**src/rtl/saa_pkg.sv**
```systemverilog
// ----------------------------------------------------------------------------
// saa_pkg: shared definitions of the steepest ascent attractor unit
// Sizes of the stamp store, the neighbour codes and the structs that run
// between the top level and the climb sequencer.
// ----------------------------------------------------------------------------
package saa_pkg;

	localparam int MAX_SIDE   = 64;
	localparam int VALUE_BITS = 32;
	localparam int SIDE_BITS  = $clog2(MAX_SIDE);
	localparam int DIM_BITS   = SIDE_BITS + 1;
	localparam int ADDR_BITS  = 2 * SIDE_BITS;
	localparam int DEPTH      = MAX_SIDE * MAX_SIDE;

	typedef logic [SIDE_BITS-1:0]         coord_t;
	typedef logic [DIM_BITS-1:0]          dim_t;
	typedef logic [ADDR_BITS-1:0]         addr_t;
	typedef logic signed [VALUE_BITS-1:0] val_t;

	// Configuration register indexes.
	typedef enum logic {
		REG_WIDTH  = 1'b0,
		REG_HEIGHT = 1'b1
	} reg_idx_t;

	// Neighbour order of one climb step: centre first, then left, up, right, down.
	typedef enum logic [2:0] {
		DIR_C = 3'd0,
		DIR_L = 3'd1,
		DIR_U = 3'd2,
		DIR_R = 3'd3,
		DIR_D = 3'd4
	} dir_t;

	typedef struct packed {
		logic   valid;
		coord_t x;
		coord_t y;
		dim_t   w;
		dim_t   h;
	} climb_req_t;

	typedef struct packed {
		logic   valid;
		coord_t origin_x;
		coord_t origin_y;
		coord_t attractor_x;
		coord_t attractor_y;
		logic   outside;
	} climb_res_t;

endpackage

```
**src/rtl/saa_climb.sv**
```systemverilog
// ----------------------------------------------------------------------------
// saa_climb: hill climb sequencer
// Reads the centre and its four neighbours from the stamp store, one per
// cycle, keeps the best so far and moves the centre until it stays best.
// ----------------------------------------------------------------------------
module saa_climb (
	input  logic                clk,
	input  logic                arst_n,
	input  saa_pkg::climb_req_t req,
	output logic                busy,
	output saa_pkg::climb_res_t res,
	input  logic                res_take,
	output logic                rd_en,
	output saa_pkg::addr_t      rd_addr,
	input  saa_pkg::val_t       rd_data
);

	typedef enum logic [2:0] {
		ST_IDLE = 3'b001,
		ST_STEP = 3'b010,
		ST_DONE = 3'b100
	} state_t;

	state_t          state_q;
	saa_pkg::coord_t cx_q, cy_q, ox_q, oy_q;
	saa_pkg::dim_t   w_q, h_q;
	logic            outside_q;
	logic            iss_on_q;
	saa_pkg::dir_t   iss_dir_q;
	saa_pkg::val_t   best_val_q;
	saa_pkg::dir_t   best_dir_q;
	logic            pend_s1;
	logic            ok_s1;
	saa_pkg::dir_t   idx_s1;

	saa_pkg::coord_t nx, ny;
	logic            nb_ok;
	logic            win;
	saa_pkg::val_t   nb_val;
	saa_pkg::dir_t   nb_dir;

	// Address and bounds check of the neighbour being issued.
	always_comb begin
		nx    = cx_q;
		ny    = cy_q;
		nb_ok = 1'b1;
		case (iss_dir_q)
			saa_pkg::DIR_C: nb_ok = 1'b1;
			saa_pkg::DIR_L: begin
				nx    = cx_q - 1'b1;
				nb_ok = (cx_q != '0);
			end
			saa_pkg::DIR_U: begin
				ny    = cy_q - 1'b1;
				nb_ok = (cy_q != '0);
			end
			saa_pkg::DIR_R: begin
				nx    = cx_q + 1'b1;
				nb_ok = ({1'b0, cx_q} + 1'b1) < w_q;
			end
			saa_pkg::DIR_D: begin
				ny    = cy_q + 1'b1;
				nb_ok = ({1'b0, cy_q} + 1'b1) < h_q;
			end
			default: nb_ok = 1'b0;
		endcase
	end

	assign rd_en   = (state_q == ST_STEP) && iss_on_q;
	assign rd_addr = {ny, nx};

	// Left and up need to be strictly greater; right and down win on a tie.
	always_comb begin
		if ((idx_s1 == saa_pkg::DIR_L) || (idx_s1 == saa_pkg::DIR_U)) begin
			win = ok_s1 && (rd_data > best_val_q);
		end else begin
			win = ok_s1 && (rd_data >= best_val_q);
		end
		if (idx_s1 == saa_pkg::DIR_C) begin
			nb_val = rd_data;
			nb_dir = saa_pkg::DIR_C;
		end else if (win) begin
			nb_val = rd_data;
			nb_dir = idx_s1;
		end else begin
			nb_val = best_val_q;
			nb_dir = best_dir_q;
		end
	end

	always_ff @(posedge clk or negedge arst_n) begin
		if (!arst_n) begin
			state_q   <= ST_IDLE;
			iss_on_q  <= 1'b0;
			iss_dir_q <= saa_pkg::DIR_C;
			pend_s1   <= 1'b0;
		end else begin
			pend_s1 <= rd_en;
			case (state_q)
				ST_IDLE: begin
					if (req.valid) begin
						if (({1'b0, req.x} >= req.w) || ({1'b0, req.y} >= req.h)) begin
							state_q <= ST_DONE;
						end else begin
							state_q   <= ST_STEP;
							iss_on_q  <= 1'b1;
							iss_dir_q <= saa_pkg::DIR_C;
						end
					end
				end
				ST_STEP: begin
					if (iss_on_q) begin
						case (iss_dir_q)
							saa_pkg::DIR_C: iss_dir_q <= saa_pkg::DIR_L;
							saa_pkg::DIR_L: iss_dir_q <= saa_pkg::DIR_U;
							saa_pkg::DIR_U: iss_dir_q <= saa_pkg::DIR_R;
							saa_pkg::DIR_R: iss_dir_q <= saa_pkg::DIR_D;
							default: iss_on_q <= 1'b0;
						endcase
					end
					if (pend_s1 && (idx_s1 == saa_pkg::DIR_D)) begin
						if (nb_dir == saa_pkg::DIR_C) begin
							state_q <= ST_DONE;
						end else begin
							iss_on_q  <= 1'b1;
							iss_dir_q <= saa_pkg::DIR_C;
						end
					end
				end
				ST_DONE: begin
					if (res_take) begin
						state_q <= ST_IDLE;
					end
				end
				default: state_q <= ST_IDLE;
			endcase
		end
	end

	always_ff @(posedge clk) begin
		ok_s1  <= nb_ok;
		idx_s1 <= iss_dir_q;
		if ((state_q == ST_IDLE) && req.valid) begin
			cx_q      <= req.x;
			cy_q      <= req.y;
			ox_q      <= req.x;
			oy_q      <= req.y;
			w_q       <= req.w;
			h_q       <= req.h;
			outside_q <= ({1'b0, req.x} >= req.w) || ({1'b0, req.y} >= req.h);
		end
		if (pend_s1) begin
			best_val_q <= nb_val;
			best_dir_q <= nb_dir;
			if (idx_s1 == saa_pkg::DIR_D) begin
				case (nb_dir)
					saa_pkg::DIR_L: cx_q <= cx_q - 1'b1;
					saa_pkg::DIR_U: cy_q <= cy_q - 1'b1;
					saa_pkg::DIR_R: cx_q <= cx_q + 1'b1;
					saa_pkg::DIR_D: cy_q <= cy_q + 1'b1;
					default: cx_q <= cx_q;
				endcase
			end
		end
	end

	assign busy            = (state_q != ST_IDLE);
	assign res.valid       = (state_q == ST_DONE);
	assign res.origin_x    = ox_q;
	assign res.origin_y    = oy_q;
	assign res.attractor_x = outside_q ? '0 : cx_q;
	assign res.attractor_y = outside_q ? '0 : cy_q;
	assign res.outside     = outside_q;

	// The walk never leaves the stamp.
	a_centre_inside: assert property (@(posedge clk) disable iff (!arst_n)
		(state_q == ST_STEP) |-> (({1'b0, cx_q} < w_q) && ({1'b0, cy_q} < h_q)))
		else $error("climb centre left the stamp");

	// Read data only comes back while a step is under way.
	a_pend_in_step: assert property (@(posedge clk) disable iff (!arst_n)
		pend_s1 |-> (state_q == ST_STEP))
		else $error("read data returned outside a climb step");

	// A finished walk is only left when the result is taken.
	a_done_holds: assert property (@(posedge clk) disable iff (!arst_n)
		((state_q == ST_DONE) && !res_take) |=> (state_q == ST_DONE) && $stable(cx_q))
		else $error("result dropped before it was taken");

endmodule

```
**config.mk**
```make
export PLATFORM = sky130hd
export DESIGN_NAME = saa_climb
export DESIGN_NICKNAME = d
export VERILOG_FILES = /design/src/rtl/saa_pkg.sv /design/src/rtl/saa_climb.sv
export SDC_FILE = /design/constraint.sdc
export NUM_CORES = 1
export LEC_CHECK = 0
export BUFFER_PORTS_ARGS = -buffer_cell sky130_fd_sc_hd__buf_2
export CAP_MARGIN = 20
export CORE_ASPECT_RATIO = 1.5
export CORE_MARGIN = 5
export CORE_UTILIZATION = 51
export CTS_BUF_LIST = sky130_fd_sc_hd__clkbuf_16
export DETAILED_ROUTE_END_ITERATION = 8
export GPL_ROUTABILITY_DRIVEN = 0
export PLACE_DENSITY = 0.8
export SLEW_MARGIN = 25
export SYNTH_ARGS = -nofsm -noshare
export SYNTH_HDL_FRONTEND = slang
export SYNTH_SLANG_ARGS = --single-unit
export TNS_END_PERCENT = 5
```
**constraint.sdc**
```tcl
create_clock -name clk -period 3 [get_ports clk]
set_clock_uncertainty 0.2 [all_clocks]
set_input_delay 0.6 -clock clk [delete_from_list [all_inputs] [get_ports clk]]
set_output_delay 0.6 -clock clk [all_outputs]
set_load 0.03 [all_outputs]
```
# After elaboration in Yosys (flattened, before gate mapping)
# Cells that the tools add are included.
# Widths: inputs -> output; s select.
[op_classes]
n_reduce_logical = 19
eq_ne = 21
add_sub_neg = 6
muxes = 38
magnitude_cmp = 6
[op_table]
columns = ["op", "count"]
rows = [
  ["$mux 32", 2],
  ["$mux 6", 8],
  ["$mux 3", 12],
  ["$pmux 6 s2", 3],
  ["$ge 32x32->1", 1],
  ["$gt 32x32->1", 1],
  ["$eq 3x2->1 const B", 6],
  ["$pmux 6 s3", 1],
  ["$add 6x1->7 const B", 2],
  ["$ge 6x7->1", 2],
  ["$lt 7x7->1", 2],
  ["$add 6x1->6 const B", 2],
  ["$eq 3x1->1 const B", 4],
  ["$eq 3x3->1 const B", 4],
  ["$pmux 3 s4", 1],
  ["$reduce_bool 6->1", 2],
  ["$sub 6x1->6 const B", 2],
  ["$logic_not 3->1", 3],
  ["$pmux 3 s3", 1],
  ["$mux 1", 7],
  ["$ne 2x1->1 const B", 3],
  ["$pmux 3 s2", 1],
  ["$logic_and 1x1->1", 5],
  ["$ne 5x3->1 const B", 1],
  ["other kinds (11)", 14],
]
[totals]
output_inout_bits = 40
ff_bits = 86

# Logic depth before layout (Yosys ltp)
# Gate-level depths: netlist of the first run.
[depth]
word_depth = 10
mapped_depth = 13
ltp_nobuf = 12

# Worst setup path after synthesis of the first run
# Ideal clock, no wire load.
[synth_timing]
path_type = "input to register"
start = "in rd_data[14]"
end = "reg best_val_q[0] (enable)"
setup_slack_ns = -0.562
setup_ns = 0.391
arrival_ns = 2.971
stages = 8
cell_sequence = "ha_1 nand4_1 nor4_1 nand2_1 o22a_1 a31oi_4 buf_4 o21a_1"
[synth_via]
elab_chain_cells = 5
elab_cells_between_ends = 7
[synth_lines]
columns = ["item", "line", "source"]
rows = [
  ["start, declared", "saa_climb.sv:15", "input saa_pkg::val_t rd_data"],
  ["$ge 32x32->1 or $gt 32x32->1 (tied branches)", "saa_climb.sv:77, saa_climb.sv:75", ""],
  ["$logic_and 1x1->1, on equally long branches", "saa_climb.sv:77, saa_climb.sv:75", ""],
  ["$mux 1 (*)", "saa_climb.sv:74", "if ((idx_s1 == saa_pkg::DIR_L) || (idx_s1 == saa_pkg::DIR_U)) begin"],
  ["$reduce_bool 2->1 (no line) (*)", "--", ""],
  ["$reduce_and 2->1 (no line) (*)", "--", ""],
  ["end signal, assigned", "saa_climb.sv:153", "best_val_q <= nb_val;"],
  ["end, declared", "saa_climb.sv:30", "saa_pkg::val_t best_val_q;"],
]
# Mark *: on every way between the ends. The rest lies on a longest branch, timed or not.
# A chain may end at the register's enable or synchronous reset.

# Worst setup path in the final report of the first run
[layout_timing]
start = "in rd_data[14]"
end = "reg cx_q[2] (data pin)"
[layout_via]
elab_chain_cells = 10
elab_cells_between_ends = 15
[layout_lines]
columns = ["item", "line", "source"]
rows = [
  ["$ge 32x32->1 or $gt 32x32->1 (tied branches)", "saa_climb.sv:77, saa_climb.sv:75", ""],
  ["$logic_and 1x1->1, on equally long branches", "saa_climb.sv:77, saa_climb.sv:75", ""],
  ["$mux 1 (*)", "saa_climb.sv:74", ""],
  ["$mux 3 (*)", "saa_climb.sv:82", "end else if (win) begin"],
  ["$mux 3 (*)", "saa_climb.sv:79", "if (idx_s1 == saa_pkg::DIR_C) begin"],
  ["$eq 3x3->1 or $eq 3x2->1 (tied branches)", "saa_climb.sv:156", "case (nb_dir)"],
  ["$reduce_or 2->1 (no line)", "--", ""],
  ["$pmux 6 s3 (*)", "saa_climb.sv:156", ""],
  ["$mux 6 (*)", "saa_climb.sv:155", "if (idx_s1 == saa_pkg::DIR_D) begin"],
  ["$mux 6 (*)", "saa_climb.sv:152", "if (pend_s1) begin"],
  ["end signal, assigned", "saa_climb.sv:157", "saa_pkg::DIR_L: cx_q <= cx_q - 1'b1;"],
  ["end signal, assigned", "saa_climb.sv:159", "saa_pkg::DIR_R: cx_q <= cx_q + 1'b1;"],
  ["end signal, assigned", "saa_climb.sv:161", "default: cx_q <= cx_q;"],
  ["end, declared", "saa_climb.sv:25", "saa_pkg::coord_t cx_q, cy_q, ox_q, oy_q;"],
]
# Marked as above.

==> metrics.csv, run 1 <==
metric,value,unit
worst r2r src,best_val_q[26],
Buf/Inv on CP,2,
grt ovf,0,
crit-path most repeated cell,o31ai_4,
clk_lat worst skew,340,ps
hold path depth,1,
DR pass1 iterations,5,
Worst setup EP type,register,
core area,10590,um^2
"Arr. time, crit path",3110,ps
Die ar.,12990,um^2
crit path cell chain,buf_2 > ha_1 > nand4_1 > nor2_1 > a221o_1 > o31ai_4 > a31oi_4 > buf_6 > or3b_4 > o31ai_4 > a22oi_1 > o22ai_1,
final net count,795,
slowest cell on the critical path,or3b_4,
Port Buf Inserts,101,
Area Growth Syn to Fin,28.22,%
1st-iter DRT viols,307,
Non-Filler Instances,819,
Final setup viols,14,
"Avg Cell Area, Syn",10.21,um^2
syn_nets,663,
RSZ-0062 raised after global routing,yes,
# diodes,0,
failing checks,negative setup slack,
clock buffer depth,2,
H-tree depth,3,
die width,94.75,um
synth top area cells,"edfxtp_1, ha_1, inv_1",
Vias,4560,
Syn. warnings,0,
largest net degree at the start of global routing,22,
Post-DP Area,6569,um^2
Worst path max stage delay,380,ps
Power Density,911.9,nW/um^2
GRT Total Usage,21.60,%
Final Hold Viols,0,
Reg2Reg Depth,12,
placed cell count,796,
Sink Count,86,
status,finished with violations,
Worst slew margin,43.65,%
initial antenna violation count,0,
DRC viols,0,
fin. max-slew vios,0,
first-pass GRT wire length,21950,um
post-route cell area,7044,um^2
drt total wl,13780,um
Post-Synthesis Cell Area,5494,um^2
io pins,102,
Synth Register Bits,86,
max-cap violation count,0,
asr flop ratio synth,9.302,%
leakage,3.106,nW
fmax,0.3193,GHz
Crit Path Max Fanout,8,
Yosys top cell by area,edfxtp_1,
FF-to-FF End,cx_q[0],
HPWL Detailed,10460,um
WHS,242.7,ps
maximum vdd drop,654.8,uV
share of the synthesized area in the top cell type,37.17,%
Unique masters post-synth,61,
fin worst setup slack,-131.7,ps
DR WL/cell,16.82,um
startpoint types,input port,
Hold EP,w_q[3],
Slew @ Worst Pin,838.8,ps
DRT antenna net count,0,
Clock transition at path regs,70,ps
min Tclk post-route,3132,ps
layout cell share with drive strength beyond 1,33.48,%
"Seq/Total Area, Yosys",44.48,%
Required @ worst endpoint,2980,ps
Initial Utilization,51.88,%
total CTS buffers,9,
Hold Crit Class,input port to register,
routed vias/inst,5.568,
vias in the first global route,4702,
# rows,46,
ys flop type,edfxtp_1,
period utilization,104.4,%
Hold Startpoint,req[10],
Root Buffer Master,clkbuf_16,
"EDFF count, synth",68,
cells after synthesis,538,
"CP delay by family, top",compound AO/OA/AOI/OAI gates,
worst reg2reg setup slack,-120,ps
Die Ht,137.1,um
WS Path Type,input port to register,
TritonCTS clock tree,yes,
==> how the worst max path moves through the flow <==
stage / startpoint / endpoint / cells after the start
6_report: rd_data[14] / cx_q[2] / 12
5_1_grt: best_val_q[11] / cx_q[0] / 12
4_1_cts: best_val_q[10] / cx_q[0] / 12
2_1_floorplan: rd_data[31] / cx_q[0] / 10
3_3_place_gp: rd_data[5] / cx_q[5] / 12
3_5_place_dp: rd_data[5] / cx_q[2] / 12
==> cell families after synthesis <==
kind of cell / after synthesis / synth area share, %
multiplexers: 18 / 3.416
buffers and inverters: 92 / 6.445
adder cells (fa/ha/maj): 63 / 14.35
AO/OA/AOI/OAI: 121 / 15.65
XOR/XNOR: 21 / 3.348
AND/OR/NAND/NOR: 137 / 12.32
flip-flops: 86 / 44.48
==> cells in the mapped netlist, drive strengths merged (2+ instances only) <==
cell and instances:
nand4 10, dfxtp 10, and3 3, a22oi 10
o21a 6, a21o 9, o31ai 4, a32o 2
a22o 2, a211oi 3, nand3 16, o21ai 14
nor2 47, clkbuf 16, a21boi 2, mux2 3
dfrtp 7, o22a 4, nor2b 9, o22ai 18
nor4 6, mux2i 15, a221o 2, ha 63
xor2 6, edfxtp 68, a21oi 30, inv 72
xnor2 15, nand2b 7, a211o 3, nor3 12
buf 4, nor3b 2, a31oi 3, nand2 22
==> stage by stage <==
| step | utilization (%) | setup WS [ps] | TNS (ps) | power, mW |
|---|---|---|---|---|
| finish | 66.52 | -131.7 | -1162 | 6.424 |
| global route | 66.52 | -284.8 | -4820 | 6.849 |
| CTS | 65.74 | -77.10 | -489.5 | 6.303 |
| detailed placement | 62.03 | -570.2 | -21160 | 5.173 |
| global placement | 62.03 | -423.5 | -16780 | 5.077 |
| floorplan | - | -230.9 | -1525 | 4.208 |
==> cells in the final DEF (no fill, tap or decap), drive strengths merged, types with 6 or more instances in the layout <==
cell,synthesis,layout
nand2b,7,7
dfrtp,7,7
clkbuf,16,9
nor2,47,47
xnor2,15,15
nor2b,9,9
o22ai,18,18
nand4,10,10
nor4,6,6
o21ai,14,14
nor3,12,12
dfxtp,10,10
a21o,9,9
a21oi,30,30
edfxtp,68,68
mux2i,15,15
a22oi,10,10
buf,4,140
nand2,22,22
ha,63,63
nand3,16,16
o21a,6,6
xor2,6,6
inv,72,73
==> where the power goes <==
group / internal [mW] / switching, mW / total [mW]
Clock: 0.554 / 0.469 / 1.02
Sequential: 1.65 / 0.339 / 1.99
Combinational: 1.36 / 2.05 / 3.41
Total: 3.57 / 2.86 / 6.42
==> layout make-up <==
type / count / area, um^2
Clock buffer: 9 / 225.2
Sequential cell: 86 / 2451
Fill cell: 844 / 3546
Multi-Input combinational cell: 360 / 3012
Inverter: 72 / 270.3
Timing Repair Buffer: 141 / 863.3
Tap cell: 144 / 180.2
Clock inverter: 7 / 42.54
==> routing by layer <==
layer  track usage, %  up-vias  routed length, um
met3            4.125       28                761
met4            7.223        0                314
li1                 -     2213                  -
met5                0        -                  0
met2            39.66      171               7392
met1            24.71     2148               5310
==> registers in the layout, indices dropped and copies added (netlist names), 6 cells and up <==
register    count
best_val_q     32
ox_q            6
oy_q            6
cx_q            6
h_q             7
cy_q            6
w_q             7
==> what timing repair did <==
action,CTS,global route
buffers inserted,6,0
gates resized for setup,26,26
gates cloned,0,0
setup endpoints to repair,55,62
hold endpoints to repair,7,0
pin swaps,22,9
hold buffers,1,0
No activity file was read; power rests on OpenSTA's default activity.
==> run 2, diff against run 1 <==
CORE_MARGIN = not set   (was 5)
CTS_CLUSTER_SIZE = 25   (was not set)
MAX_ROUTING_LAYER = met4   (was not set)
==> metrics.csv, run 2 (synthesis gave the netlist of run 1 again) <==
metric,value,unit
HPWL Detailed,10230,um
failing checks,negative setup slack,
initial antenna violation count,0,
vias in the first global route,4735,
clock buffer depth,2,
Crit Path Max Fanout,5,
multi-input logic area,3020,um^2
Die ar.,11200,um^2
first-pass GRT wire length,21740,um
final net count,801,
Die Ht,129.1,um
leakage,3.199,nW
Final Hold Viols,0,
# diodes,0,
Worst path max stage delay,360,ps
crit path cell chain,inv_2 > ha_4 > nand4_1 > buf_6 > nor4_4 > nor2b_2 > o31ai_4 > a31oi_4 > mux2_4 > nor3_4 > buf_4 > a211o_1 > o21a_1,
io pins,102,
clk_lat worst skew,340,ps
grt ovf,0,
Hold Crit Class,input port to register,
largest net degree at the start of global routing,19,
Worst slew margin,53.06,%
Buf/Inv on CP,3,
WHS,242.4,ps
"most common cell after layout, fill and taps aside",buf_2,
max-cap violation count,0,
Layout fillers,804,
status,finished with violations,
TritonCTS clock tree,yes,
fin. max-slew vios,0,
Clock transition at path regs,60,ps
routing usage on met3,4.904,%
Port Buf Inserts,101,
GRT Total Usage,25.89,%
routed vias/inst,5.662,
"CP delay by family, top",simple AND/OR/NAND/NOR gates,
Slew @ Worst Pin,698.7,ps
# rows,46,
fmax,0.3055,GHz
1st-iter DRT viols,387,
RSZ-0062 raised after global routing,yes,
die width,86.75,um
Worst setup EP type,register,
min Tclk post-route,3273,ps
"Arr. time, crit path",3290,ps
Largest regs,"best_val_q (32), h_q (7), w_q (7)",
Root Buffer Master,clkbuf_16,
Power Density,923.4,nW/um^2
placed cell count,802,
Initial Utilization,52.16,%
most frequent cells in the layout,"buf_2, edfxtp_1, inv_1",
Largest Register,best_val_q,
register area,2447,um^2
period utilization,109.1,%
layout cell share with drive strength beyond 1,32.16,%
Non-Filler Instances,825,
DRC viols,0,
grt peak-use layer,met2,
slowest cell on the critical path,mux2_4,
Sink Count,86,
GR Util met1,27.71,%
drt total wl,13750,um
total CTS buffers,9,
startpoint types,register,
Vias,4671,
fin worst setup slack,-273.3,ps
grt met2 use,45.14,%
maximum vdd drop,635.3,uV
Final setup viols,16,
WS Path Type,register to register,
Required @ worst endpoint,3010,ps
core area,10530,um^2
DR WL/cell,16.67,um
max reg flops,32,
DRT antenna net count,0,
DR pass1 iterations,5,
Area Growth Syn to Fin,29.90,%
H-tree depth,3,
## run 2: changes by cell type in the layout (fill, tap and decap cells not counted), sizes merged
cell and change:
clkinv +2, clkinvlp -3, bufinv +2, clkbuf +1
inv -1, buf +5
## run 2: metrics by stage
step / power, mW / setup WS [ps] / utilization [%] / setup TNS (ps) / instance area, um^2
after floorplan: 4.208 / -230.9 / - / -1525 / 5674
after global placement: 5.089 / -477.2 / 62.79 / -15080 / 6614
after detailed placement: 5.192 / -562.2 / 62.79 / -18660 / 6614
after CTS: 6.462 / -189.6 / 66.82 / -1303 / 7038
after global routing: 6.981 / -431.0 / 67.76 / -8632 / 7137
final: 6.590 / -273.3 / 67.76 / -2557 / 7137
## run 2: layer usage
layer  vias up  part of all wire, %
li1       2233                    -
met1      2188                   37
met2       204                   54
met3        46                  6.0
met4         0                  3.4
met5         -                    0
## run 2: cell type report
cell class	count	share of cell area, %
clock buffers	9	3.156
clock inverters	7	1.245
inverters	72	3.787
multi-input cells	360	42.32
flip-flops and latches	86	34.29
well taps	144	2.525
repair buffers	147	12.68
## run 2: final timing paths
kind	startpoint	to	slack, ps	depth (start not counted)
setup / recovery	best_val_q[30]	cx_q[0]	-270	13
hold / removal	req[2]	h_q[2]	240	1
setup reg to reg	best_val_q[30]	cx_q[0]	-270	13
hold reg to reg	state_q[2]	pend_s1	350	1
max in group asynchronous	arst_n	state_q[0]	1890	2
min in group asynchronous	arst_n	iss_dir_q[2]	460	2
## run 2: power by group
part	switching, mW	internal, mW	total (mW)
Combinational	2.08	1.35	3.43
Sequential	0.317	1.65	1.97
Clock	0.469	0.724	1.19
Total	2.86	3.73	6.59
## run 2: repair_timing
item / CTS / global route
resized for setup: 17 / 22
buffers inserted: 4 / 2
pin swaps: 13 / 7
gates cloned: 0 / 0
setup endpoints to repair: 24 / 60
hold buffers: 1 / 0
endpoints found under the hold margin: 7 / 0
